### config.mk
export PLATFORM = sky130hd
export DESIGN_NAME = owi_div
export DESIGN_NICKNAME = d
export VERILOG_FILES = /design/src/hw/rtl/owi_pkg.sv /design/src/hw/rtl/owi_div.sv
export SDC_FILE = /design/constraint.sdc
export NUM_CORES = 1
export LEC_CHECK = 0
export BUFFER_PORTS_ARGS = -buffer_cell sky130_fd_sc_hd__buf_2
export CORE_AREA = 10 10 198 200
export CTS_BUF_LIST = sky130_fd_sc_hd__clkbuf_8
export DETAILED_ROUTE_END_ITERATION = 7
export DIE_AREA = 0 0 208 210
export PLACE_DENSITY = 0.57
export SLEW_MARGIN = 20
export SYNTH_ARGS = -nofsm -noshare
export SYNTH_HDL_FRONTEND = slang
export SYNTH_SLANG_ARGS = --single-unit
### constraint.sdc
create_clock -name clk -period 9.3 [get_ports clk]
set_input_delay 0.93 -clock clk [delete_from_list [all_inputs] [get_ports clk]]
set_output_delay 0.93 -clock clk [all_outputs]
set_load 0.01 [all_outputs]
### src/hw/rtl/owi_pkg.sv
package owi_pkg;

  localparam logic [31:0] RATE_SCALE   = 32'd2867080570;
  localparam logic [29:0] TURN_PER_RAD = 30'd683565276;
  localparam logic [46:0] TINY_TURN    = 47'd684;
  localparam logic [23:0] DPT_RESET    = 24'd160757;
  localparam logic signed [33:0] CORDIC_GAIN = 34'sd652032874;
  localparam int CORDIC_STEPS = 30;
  localparam int DIV_STEPS    = 62;

  function automatic logic [29:0] atan_entry(input logic [4:0] i);
    logic [29:0] v;
    case (i)
      5'd0:  v = 30'h20000000;
      5'd1:  v = 30'h12E4051E;
      5'd2:  v = 30'h09FB385B;
      5'd3:  v = 30'h051111D4;
      5'd4:  v = 30'h028B0D43;
      5'd5:  v = 30'h0145D7E1;
      5'd6:  v = 30'h00A2F61E;
      5'd7:  v = 30'h00517C55;
      5'd8:  v = 30'h0028BE53;
      5'd9:  v = 30'h00145F2F;
      5'd10: v = 30'h000A2F98;
      5'd11: v = 30'h000517CC;
      5'd12: v = 30'h00028BE6;
      5'd13: v = 30'h000145F3;
      5'd14: v = 30'h0000A2F9;
      5'd15: v = 30'h0000517C;
      5'd16: v = 30'h000028BE;
      5'd17: v = 30'h0000145F;
      5'd18: v = 30'h00000A2F;
      5'd19: v = 30'h00000517;
      5'd20: v = 30'h0000028B;
      5'd21: v = 30'h00000145;
      5'd22: v = 30'h000000A2;
      5'd23: v = 30'h00000051;
      5'd24: v = 30'h00000028;
      5'd25: v = 30'h00000014;
      5'd26: v = 30'h0000000A;
      5'd27: v = 30'h00000005;
      5'd28: v = 30'h00000002;
      5'd29: v = 30'h00000001;
      default: v = 30'h0;
    endcase
    return v;
  endfunction

endpackage

### src/hw/rtl/owi_div.sv
module owi_div (
  input  logic        clk,
  input  logic        rst,
  input  logic        start,
  input  logic [61:0] num,
  input  logic [45:0] den,
  output logic        done,
  output logic [31:0] quot
);
  import owi_pkg::*;

  localparam logic [5:0] LAST = 6'(DIV_STEPS - 1);

  logic        busy;
  logic [5:0]  cnt;
  logic [61:0] nsh;
  logic [45:0] rem;
  logic [45:0] dv;
  logic [46:0] t;
  logic        ge;

  assign t  = {rem, nsh[61]};
  assign ge = t >= {1'b0, dv};

  always_ff @(posedge clk) begin
    if (rst) begin
      busy <= 1'b0;
      done <= 1'b0;
      cnt  <= '0;
    end else begin
      done <= 1'b0;
      if (start) begin
        busy <= 1'b1;
        cnt  <= '0;
        nsh  <= num;
        rem  <= '0;
        dv   <= den;
        quot <= '0;
      end else if (busy) begin
        rem  <= ge ? 46'(t - {1'b0, dv}) : t[45:0];
        nsh  <= {nsh[60:0], 1'b0};
        quot <= {quot[30:0], ge};
        cnt  <= cnt + 6'd1;
        if (cnt == LAST) begin
          busy <= 1'b0;
          done <= 1'b1;
        end
      end
    end
  end

  div_start_idle: assert property (@(posedge clk) disable iff (rst) start |-> !busy)
    else $error("divider restarted while busy");
  div_nonzero: assert property (@(posedge clk) disable iff (rst) start |-> den != '0)
    else $error("divide by zero");
  div_done_pulse: assert property (@(posedge clk) disable iff (rst) done |=> !done)
    else $error("divider done held");

endmodule

# == After elaboration in Yosys (flattened, before gate mapping) ==
# Cells that the tools add are included.
# word_totals
regBits,194
latchBits,0
mem_bits_rw,0
rom_bits,0
input_bits,111
output_inout_bits,33
word_cells,27
n_memories,0
# op_classes
addsub,2
multipliers,0
n_div,0
n_lt_le_gt_ge,1
n_eq_ne,1
shift,0
mux,9
n_bitwise,2
reduce_logical,5
# op_table
op,n
$mux 62,2
$mux 46,2
$ge 47x46->1,1
$sub 46x46->46,1
$mux 32,1
$add 6x1->6 const B,1
$eq 6x6->1 const B,1
$mux 1,4
$reduce_and 2->1,2
$reduce_or 3->1,1
$not 1->1,2
$reduce_bool 2->1,1
$reduce_or 2->1,1

# == Logic depth before layout (Yosys ltp) ==
# Gate-level depths: netlist (run 1).
# depth
depth_word,4
depth_mapped,14
depth_no_buf,13

# == Worst setup path before layout (run 1) ==
# Ideal clock, no wire load.
# synth_path
path_type,input to register
start,input start
end,register busy
setup_ns,0.087
t_arrival_ns,8.461
slack_ns,0.752
cell_stages,3
n_path_buf,0
cell_sequence,inv_1 -> a21oi_1 -> o31a_1
# synth_between
elab_chain_len,1
# synth_lines
element,line_no,rtl
from (decl),owi_div.sv:4,"input logic start,"
$mux 1,owi_div.sv:32,if (start) begin
to (signal assigned),owi_div.sv:27,busy <= 1'b0;
to (signal assigned),owi_div.sv:33,busy <= 1'b1;
to (signal assigned),owi_div.sv:45,busy <= 1'b0;
to (decl),owi_div.sv:14,logic busy;
# No other way between the ends.
# A chain may end at the register's enable or synchronous reset.

# == Worst setup path in the final report (run 1) ==
# layout_path
start,register rem[25]
end,register rem[44] (data pin)
# layout_between
elab_chain_len,3
# layout_lines
element,line_no,rtl
from (decl),owi_div.sv:17,logic [45:0] rem;
from (signal assigned),owi_div.sv:40,"rem <= ge ? 46'(t - {1'b0, dv}) : t[45:0];"
$sub 46x46->46 or $ge 47x46->1 (tied branches),"owi_div.sv:40, owi_div.sv:23",
$mux 46 *,owi_div.sv:40,
$mux 46 *,owi_div.sv:39,end else if (busy) begin
# Every way passes the cells marked *; elsewhere a longest branch is shown, timed or not. The select of a mux whose other input is x is not followed.

==> impl_metrics.tcl, run 1 <==
set metrics [dict create \
    n_fill_cell 3609 \
    wl_per_cell_um 16.9 \
    cp.required_ns 9.54 \
    nets 1193 \
    initial_core_util_pct 29.6 \
    place_congestion 0.821 \
    hold_viol 0 \
    vias 7280 \
    p_switching_w 0.000662 \
    grt.overflow.total 0 \
    portBuffers 143 \
    num_rows 69 \
    max_freq_mhz 253 \
    synthDistinctLibCells 72 \
    place_hpwl_mm 18.5 \
    core_area_um2 35200 \
    holdPathStages 2 \
    cts.clk_slew.worst_paths_ns 0.12 \
    die_w_um 208 \
    htree_levels 4 \
    area_delta_synth_final_pct 15.2 \
    total_power_w 0.00213 \
    cts_made_buffers 17 \
    clk_path_buf_depth 2 \
    setup_tns_ns 0 \
    fin_crit_ns 3.95 \
    p_clk_share_pct 26.4 \
    drt_iter0_markers 314 \
    worstMarginPinSlew_ns 0.995 \
    p_per_area_nw_per_um2 177 \
    critPathCaptureType "flop" \
    dr.pass1.iters 4 \
    clkLatencyLatePin_ns 0.49 \
    ctsResizeCount 0 \
    grt_use_total_pct 11.7 \
    drc_errors 0 \
    arrival_ns 4.19 \
    pwr-share-seq_pct 50.1 \
    critPathLaunchType "flop" \
    antenna_found_initial 21 \
    hold_ws_ns 0.499 \
    avgSynthCellArea_um2 11.6 \
    relSlewSlack_pct 33.7 \
    min_period_over_period_pct 42.4 \
    synthCells 900 \
    p_comb_share_pct 23.6 \
    intPower_w 0.00147 \
    rsz0062_at_grt "no" \
    viasPerCell 4.80 \
    grt_pass1_vias 7602 \
    clockRootBuffer "clkbuf_8" \
    p_leak_nw 4.73 \
    drv_cap 0 \
    postRouteAntennaNets 0 \
    outcome "completed" \
    crit_type "flop to flop" \
    p_sw_share_pct 31.1 \
    wirelength_mm 25.7 \
    cts_setup_buffers 0 \
    cts_hold_buf 0 \
    min_path_type "flop to flop" \
    synthArstFlopShare_pct 0 \
    synthFlopType "edfxtp_1" \
    grt_max_degree 77 \
    ys_seq_area_share_pct 55.1 \
    setup_viol 0 \
    cts_sinks 194 \
    cts_tree "done" \
    dpl_cell_area_um2 11600 \
    synth_enable_flop_cells 186 \
    ir_drop_uv 95.7 \
    stdcell_area_um2 12000 \
    dieArea_um2 43700 \
    netlist_area_um2 10400 \
    skew_ns 0.0242 \
    critPathMaxFanout 23 \
    ys_ff_latch 194 \
    chipHeight_um 210 \
    slew_violations 0 \
    grt_pass1_wl_mm 41.3 \
    yosysWarnings 0 \
    syn-num-nets 1060 \
    drive_above_1_share_pct 26.1 \
    fin_cells 1518 \
    io-pin-count 144 \
    placed_cells 1475 \
    reg2reg_depth 11 \
]
## area by class of cell
type	count	area [um2]	share of cell area, %
clock inverters	15	150	1.25
well taps	461	577	4.80
diodes	11	27.5	0.229
multi-input cells	610	4300	35.8
inverters	62	233	1.94
flip-flops and latches	194	5750	47.8
repair buffers	148	756	6.29
clock buffers	17	234	1.95
## worst max-delay path, cell delays in order, from the launching register on
cell	delay, ns
edfxtp_1	0.42
ha_1	0.42
a21oi_1	0.24
o21ai_1	0.16
nor3_1	0.25
o2111ai_1	0.26
a41oi_1	0.34
nand2_2	0.13
a21oi_2	0.70
buf_4	0.42
nor2_2	0.11
a31o_1	0.22
## cell usage after synthesis (3+ instances only)
library cell    n  area, um2
nor3_1          7       35.0
a211oi_1        9       67.6
nor4_2          3       37.5
nor2b_1        34        213
nand2_1       106        398
nand3_1        13       65.1
o21bai_1        7       52.6
or3_1           7       43.8
nand2b_1        5       31.3
buf_2          11       55.1
nor2_1         45        169
a31oi_1         6       37.5
a21o_1         25        188
edfxtp_1      186       5590
a41oi_1         3       26.3
buf_4           3       22.5
xnor2_1        23        201
ha_1           48        601
a21oi_1        81        405
a211oi_2        9        113
xor2_1         17        149
mux2_2         61        687
o21ai_0        24        120
o211ai_1        3       22.5
nand4_1         7       43.8
clkbuf_1       15       56.3
buf_6           4       45.0
inv_1          62        233
or2_2           3       18.8
o21ai_1         7       35.0
and3_1          8       50.1
dfxtp_1         8        160
## stage by stage
stage,util (%),worst slack [ns]
2_1_floorplan,-,0.752
3_3_place_gp,32.9,5.27
3_5_place_dp,32.9,5.23
4_1_cts,34.0,5.28
5_1_grt,34.1,5.03
6_report,34.1,5.35
## layer usage
metal / vias up / GRT usage [%] / share of wire (%)
met5: - / 0 / 0.42
li1: 3565 / - / -
met3: 35 / 5.80 / 9.7
met4: 20 / 2.92 / 1.1
met2: 189 / 18.6 / 45
met1: 3471 / 13.9 / 44
## state kept, by name, summed over array words and instances (netlist names)
signal,cells
nsh,62
cnt,6
quot,32
rem,46
dv,46
done,1
busy,1
## power by group through the flow
stage	combinational (W)	clock, W	sequential, W
2_1_floorplan	0.000382	0	0.00109
3_3_place_gp	0.000499	0	0.00109
3_5_place_dp	0.000504	0	0.00109
4_1_cts	0.000506	0.000586	0.00107
5_1_grt	0.000568	0.000616	0.00108
6_report	0.000502	0.000562	0.00107
## path summary, 6_finish.rpt
| kind | to | start | slack [ns] |
|---|---|---|---|
| hold / removal | cnt[5] | cnt[5] | 0.50 |
| setup reg to reg | rem[44] | rem[25] | 5.35 |
| setup / recovery | rem[44] | rem[25] | 5.35 |
| hold reg to reg | cnt[5] | cnt[5] | 0.50 |
## cell usage in the layout, fill, tap and decap left out, drive strengths merged, types with 11 or more instances in the layout
cell type | netlist | layout
edfxtp | 186 | 186
xnor2 | 23 | 23
nor2b | 34 | 34
nand3 | 14 | 14
nand2 | 108 | 108
xor2 | 17 | 17
buf | 19 | 148
inv | 62 | 70
ha | 48 | 48
a211oi | 18 | 18
nor2 | 46 | 46
clkbuf | 15 | 17
a21oi | 83 | 83
mux2 | 61 | 61
diode | 0 | 11
o21ai | 32 | 32
a21o | 26 | 26
## cells by family (layout without fill, tap and decap cells)
group | after synthesis | count (layout) | synth area share [%]
flops | 194 | 194 | 55.1
buf+inv | 96 | 242 | 3.98
other cells | 0 | 11 | 0
compound gates | 205 | 205 | 13.2
simple gates | 253 | 253 | 11.7
fa+ha+maj | 49 | 49 | 5.95
mux | 63 | 63 | 6.77
xor+xnor | 40 | 40 | 3.36
Note: power is estimated with default switching activity, not from simulation.
==> inputs of run 2 (changes only) <==
- PLACE_DENSITY: 0.57 -> 0.58
- clock period: 9.3 -> 3.42 ns (I/O delays scaled with it)
==> run 2 against run 1 <==
Net effect:
- via count rose by 2.1%
- count of clock-buffer cells in the layout did not move
- critical endpoint is now rem[25]
- critical path depth fell by 1
- clock skew fell by 0.0034 ns
- power rose to 2.8 times the previous value
- wire length rose by 0.74%
- die area did not move
- hold slack got worse by 0.46 ns
- cell count rose by 3.3%
- clock power rose to 2.9 times the previous value
- critical path type unchanged
==> impl_metrics.tcl, run 2 (same netlist as run 1, synthesis figures left out) <==
set metrics [dict create \
    cts_made_buffers 17 \
    io-pin-count 144 \
    n_fill_cell 3520 \
    rsz0062_at_grt "no" \
    critPathMaxFanout 19 \
    setup_viol 0 \
    vias 7432 \
    grt_max_degree 139 \
    slew_violations 0 \
    cts.clk_slew.worst_paths_ns 0.12 \
    place_hpwl_mm 18.7 \
    wirelength_mm 25.9 \
    hold_viol 0 \
    initial_core_util_pct 29.6 \
    worstMarginPinSlew_ns 0.743 \
    placed_cells 1488 \
    cts_tree "done" \
    skew_ns 0.0208 \
    num_rows 69 \
    relSlewSlack_pct 50.5 \
    r2r_end "rem[25]" \
    outcome "completed" \
    setup_tns_ns 0 \
    htree_levels 4 \
    postRouteAntennaNets 0 \
    clkLatencyLatePin_ns 0.49 \
    cp-endpoint "rem[25]" \
    worst_slack_ns 0.241 \
    drive_above_1_share_pct 26.5 \
    min_period_over_period_pct 92.9 \
    clk_path_buf_depth 2 \
    critPathLaunchType "flop" \
    grt_use_total_pct 11.7 \
    critPathCaptureType "flop" \
    total_power_w 0.00598 \
    final_common_cell "edfxtp_1" \
    cp.required_ns 3.75 \
    worst_r2r_startpoint "rem[40]" \
    grt.overflow.total 0 \
    dpl_worst_slack_ns 0.112 \
    most-common-layout-cells "edfxtp_1, buf_2, nand2_1" \
    grt_pass1_wl_mm 41.5 \
    fin_cells 1568 \
    area_delta_synth_final_pct 20.9 \
    fin_crit_ns 3.18 \
    drt_iter0_markers 459 \
    regMostFlops "nsh" \
    critPathLaunch "rem[40]" \
    place_congestion 0.848 \
    chipHeight_um 210 \
    min_from "den[34]" \
    die_w_um 208 \
    wl_per_cell_um 16.5 \
    drc_errors 0 \
    clockRootBuffer "clkbuf_8" \
    p_leak_nw 4.98 \
    grt_pass1_vias 7517 \
    dr.pass1.iters 5 \
    core_area_um2 35200 \
    cts_sinks 194 \
    nets 1241 \
    reg_top3 "nsh x62, dv x46, rem x46" \
    portBuffers 143 \
    crit_type "flop to flop" \
    dieArea_um2 43700 \
    min_path_type "input pin to flop" \
    largest_reg_flops 62 \
    dpl_cell_area_um2 11800 \
    p_per_area_nw_per_um2 474 \
    arrival_ns 3.51 \
    viasPerCell 4.74 \
    drv_cap 0 \
    ir_drop_uv 319 \
    r2r_slack_ns 0.24 \
    max_freq_mhz 315 \
    antenna_found_initial 18 \
    reg2reg_depth 10 \
    stdcell_area_um2 12600 \
]
run 2: metrics by stage:
stage	utilization, %	hold slack, ns
2_1_floorplan	-	0.441
3_5_place_dp	33.5	0.494
6_report	35.8	0.0381
4_1_cts	35.7	0.00295
3_3_place_gp	33.5	0.476
5_1_grt	35.8	0.000663
run 2: metal layers:
metal / global-route usage [%] / share of wire [%] / vias to the layer above
met5: 0 / 0.47 / -
met4: 2.67 / 0.95 / 16
met3: 5.65 / 9.0 / 29
met2: 17.5 / 44 / 196
met1: 15.0 / 46 / 3526
li1: - / - / 3665
run 2: how the worst min path moves through the flow:
stage | cells after the start | slack, ns | endpoint
after floorplan | 0 | 0.44 | dv[0]
after global placement | 2 | 0.48 | cnt[5]
after detailed placement | 2 | 0.49 | cnt[5]
after CTS | 1 | 0.003 | dv[24]
after global routing | 1 | 0.0007 | dv[24]
final | 1 | 0.04 | dv[34]
run 2: what timing repair did:
action / 4_1_cts / 5_1_grt
gates resized for setup: 0 / 3
setup buffers: 0 / 0
endpoints found under the hold margin: 35 / 0
hold buffers: 35 / 0
setup endpoints to repair: 0 / 14
run 2: power breakdown:
group / internal [W] / switching (W)
registers: 0.00283 / 0.0000731
logic: 0.000639 / 0.000831
clock network: 0.000625 / 0.000982
total: 0.00409 / 0.00189
run 2: layout make-up:
| class | count | area (um2) | share of cell area [%] |
|---|---|---|---|
| flip-flops and latches | 194 | 5750 | 45.6 |
| well taps | 461 | 577 | 4.57 |
| clock inverters | 15 | 190 | 1.51 |
| clock buffers | 17 | 234 | 1.86 |
| repair buffers | 196 | 1290 | 10.2 |
| inverters | 62 | 233 | 1.85 |
| multi-input cells | 610 | 4310 | 34.2 |
| diodes | 13 | 32.5 | 0.258 |
run 2: critical path: stages (launching register included):
cell and delay, ns:
edfxtp_1 0.45, ha_1 0.49, nand3_2 0.16, or3_4 0.44, nor4_2 0.30, a41oi_1 0.20
nand2_2 0.15, a21oi_2 0.10, buf_12 0.18, or3_1 0.36, a21oi_1 0.16
==> inputs of run 3 (changes only) <==
- ABC_AREA: unset -> 1
- CORE_AREA: 10 10 198 200 -> 10 10 209 211
- DIE_AREA: 0 0 208 210 -> 0 0 219 221
==> run 3 against run 2 <==
Net effect:
- die area grew 11%
- power increased by 14%
- via count rose by 33%
- clock power grew 3%
- clock skew is 0.0095 ns higher
- critical endpoint is now rem[35]
- highest routed layer unchanged
==> impl_metrics.tcl, run 3 <==
set metrics [dict create \
    outcome "completed" \
    synthArstFlopShare_pct 0 \
    cts_tree "done" \
    skew_ns 0.0303 \
    ys_seq_area_share_pct 49.0 \
    p_leak_nw 7.00 \
    dr.pass1.iters 6 \
    cts_sinks 194 \
    drv_cap 0 \
    stdcell_area_um2 14000 \
    synthCells 1525 \
    place_congestion 0.950 \
    die_w_um 219 \
    largest_reg_flops 62 \
    netlist_area_um2 11700 \
    core_area_um2 39500 \
    grt_use_total_pct 13.6 \
    rsz0062_at_grt "no" \
    num_rows 73 \
    critPathLaunchType "flop" \
    cp.required_ns 3.71 \
    dieArea_um2 48400 \
    vias 9868 \
    r2r_slack_ns 0.57 \
    crit_type "flop to flop" \
    synth_top_area_cell "edfxtp_1" \
    wirelength_mm 32.4 \
    htree_levels 4 \
    synth_enable_flop_cells 186 \
    arrival_ns 3.14 \
    chipHeight_um 221 \
    cts_made_buffers 17 \
    grt.overflow.total 0 \
    setup_viol 0 \
    viasPerCell 4.37 \
    grt_max_degree 96 \
    fin_crit_ns 2.85 \
    antenna_found_initial 12 \
    slowest_delay_ns 0.42 \
    critPathSlowestCell "edfxtp_1" \
    ys_top_cells_by_count "nand2_1, inv_1, edfxtp_1, nor2_1, nand3_1" \
    initial_core_util_pct 29.7 \
    avgSynthCellArea_um2 7.69 \
    final_common_cell "nand2_1" \
    syn-num-nets 1685 \
    setup_tns_ns 0 \
    hold_viol 0 \
    critPathCaptureType "flop" \
    regMostFlops "nsh" \
    yosysWarnings 0 \
    max_freq_mhz 350 \
    synthDistinctLibCells 36 \
    nets 1877 \
    critPathMaxFanout 27 \
    clockRootBuffer "clkbuf_8" \
    ir_drop_uv 340 \
    ys_ff_latch 194 \
    postRouteAntennaNets 0 \
    drive_above_1_share_pct 12.9 \
    area_delta_synth_final_pct 19.5 \
    drc_errors 0 \
    clkLatencyLatePin_ns 0.54 \
    p_per_area_nw_per_um2 488 \
    min_path_type "input pin to flop" \
    synth_top_area_share_pct 47.6 \
    clk_path_buf_depth 2 \
    drt_iter0_markers 500 \
    cts.clk_slew.worst_paths_ns 0.14 \
    wl_per_cell_um 14.4 \
    critPathMostFrequentCell "nor2_1" \
    slew_violations 0 \
    min_period_over_period_pct 83.4 \
    dpl_cell_area_um2 13000 \
    yosysMostFrequentCell "nand2_1" \
    worstMarginPinSlew_ns 0.921 \
    grt_pass1_vias 9985 \
    synthFlopType "edfxtp_1" \
    most-common-layout-cells "nand2_1, inv_1, edfxtp_1" \
    netlist_top_cells_area "edfxtp_1, nand2_1, inv_1" \
    io-pin-count 144 \
    place_hpwl_mm 24.9 \
    placed_cells 2172 \
    portBuffers 143 \
    worstPathCellList "ha_1 > nand2_1 > nor2_1 > nand4_1 > nor2_1 > nand3_1 > nand4_2 > buf_4 > nand3_1 > nand2_1 > nor2_1" \
    relSlewSlack_pct 38.6 \
    fin_cells 2259 \
    grt_pass1_wl_mm 52.8 \
    cts_setup_buffers 0 \
    reg_top3 "nsh x62, dv x46, rem x46" \
]
## run 3: cell types whose count changed in the layout (fill, tap and decap cells not counted), sizes merged, moves of 36 or more
| cell | previous run | this run |
|---|---|---|
| a21oi | 83 | 47 |
| nand2 | 108 | 569 |
| nand3 | 14 | 60 |
| mux2 | 61 | 0 |
| inv | 67 | 283 |
| nor2 | 46 | 190 |
## run 3: cells by family after synthesis
logic type                 synth area share [%]
AOI/OAI and AO/OA                          4.65
DFF                                        49.0
and+or+nand+nor                            28.7
buffers and inverters                      10.5
adders and majority gates                  5.29
xor gates and xnor gates                   1.87
## run 3: area by class of cell
type | count | area, um2
Tap cell | 525 | 657
Clock inverter | 15 | 220
Clock buffer | 17 | 234
Timing Repair Buffer | 206 | 1330
Antenna cell | 4 | 10.0
Inverter | 278 | 1040
Multi-Input combinational cell | 1020 | 4770
Sequential cell | 194 | 5750
Fill cell | 4256 | 25400
## run 3: final timing paths
kind / start / endpoint / depth (start not counted)
worst min register to register: cnt[2] / cnt[2] / 2
worst min-delay path: num[59] / nsh[59] / 3
worst max-delay path: rem[5] / rem[35] / 11
worst max register to register: rem[5] / rem[35] / 11
## run 3: repair_timing
action,4_1_cts,5_1_grt
endpoints found under the setup margin,0,0
hold endpoints to repair,51,0
resized for setup,0,0
hold buffers,51,0
## run 3: stage by stage
| stage | hold WS, ns | setup WS, ns | util, % | power, W |
|---|---|---|---|---|
| after floorplan | 0.441 | 0.00479 | - | 0.00460 |
| after global placement | 0.481 | 0.646 | 33.0 | 0.00516 |
| after detailed placement | 0.484 | 0.645 | 33.0 | 0.00517 |
| after CTS | 0.000680 | 0.627 | 35.5 | 0.00693 |
| after global routing | 0.0252 | 0.394 | 35.5 | 0.00734 |
| final | 0.0662 | 0.566 | 35.5 | 0.00683 |
## run 3: where the power goes
| part | switching (W) | internal (W) | leakage [nW] |
|---|---|---|---|
| Sequential | 0.000100 | 0.00292 | 1.88 |
| Clock | 0.00107 | 0.000590 | 0.216 |
| Combinational | 0.00141 | 0.000742 | 4.91 |
| Total | 0.00258 | 0.00425 | 7.00 |
## run 3: per-layer routing
metal	GRT usage (%)	routed length [um]	vias to the layer above	share of wire [%]
met3	4.79	2270	50	7.0
met4	3.77	629	14	1.9
met5	0	66	-	0.20
li1	-	-	5127	-
met1	17.9	15500	4441	48
met2	20.7	13900	236	43
## run 3: worst max-delay path, delay by kind of cell, from the launching register on
| family | cells | cell delay (ns) |
|---|---|---|
| fa+ha+maj | 1 | 0.37 |
| buf+inv | 1 | 0.34 |
| flops | 1 | 0.42 |
| simple gates | 9 | 1.51 |
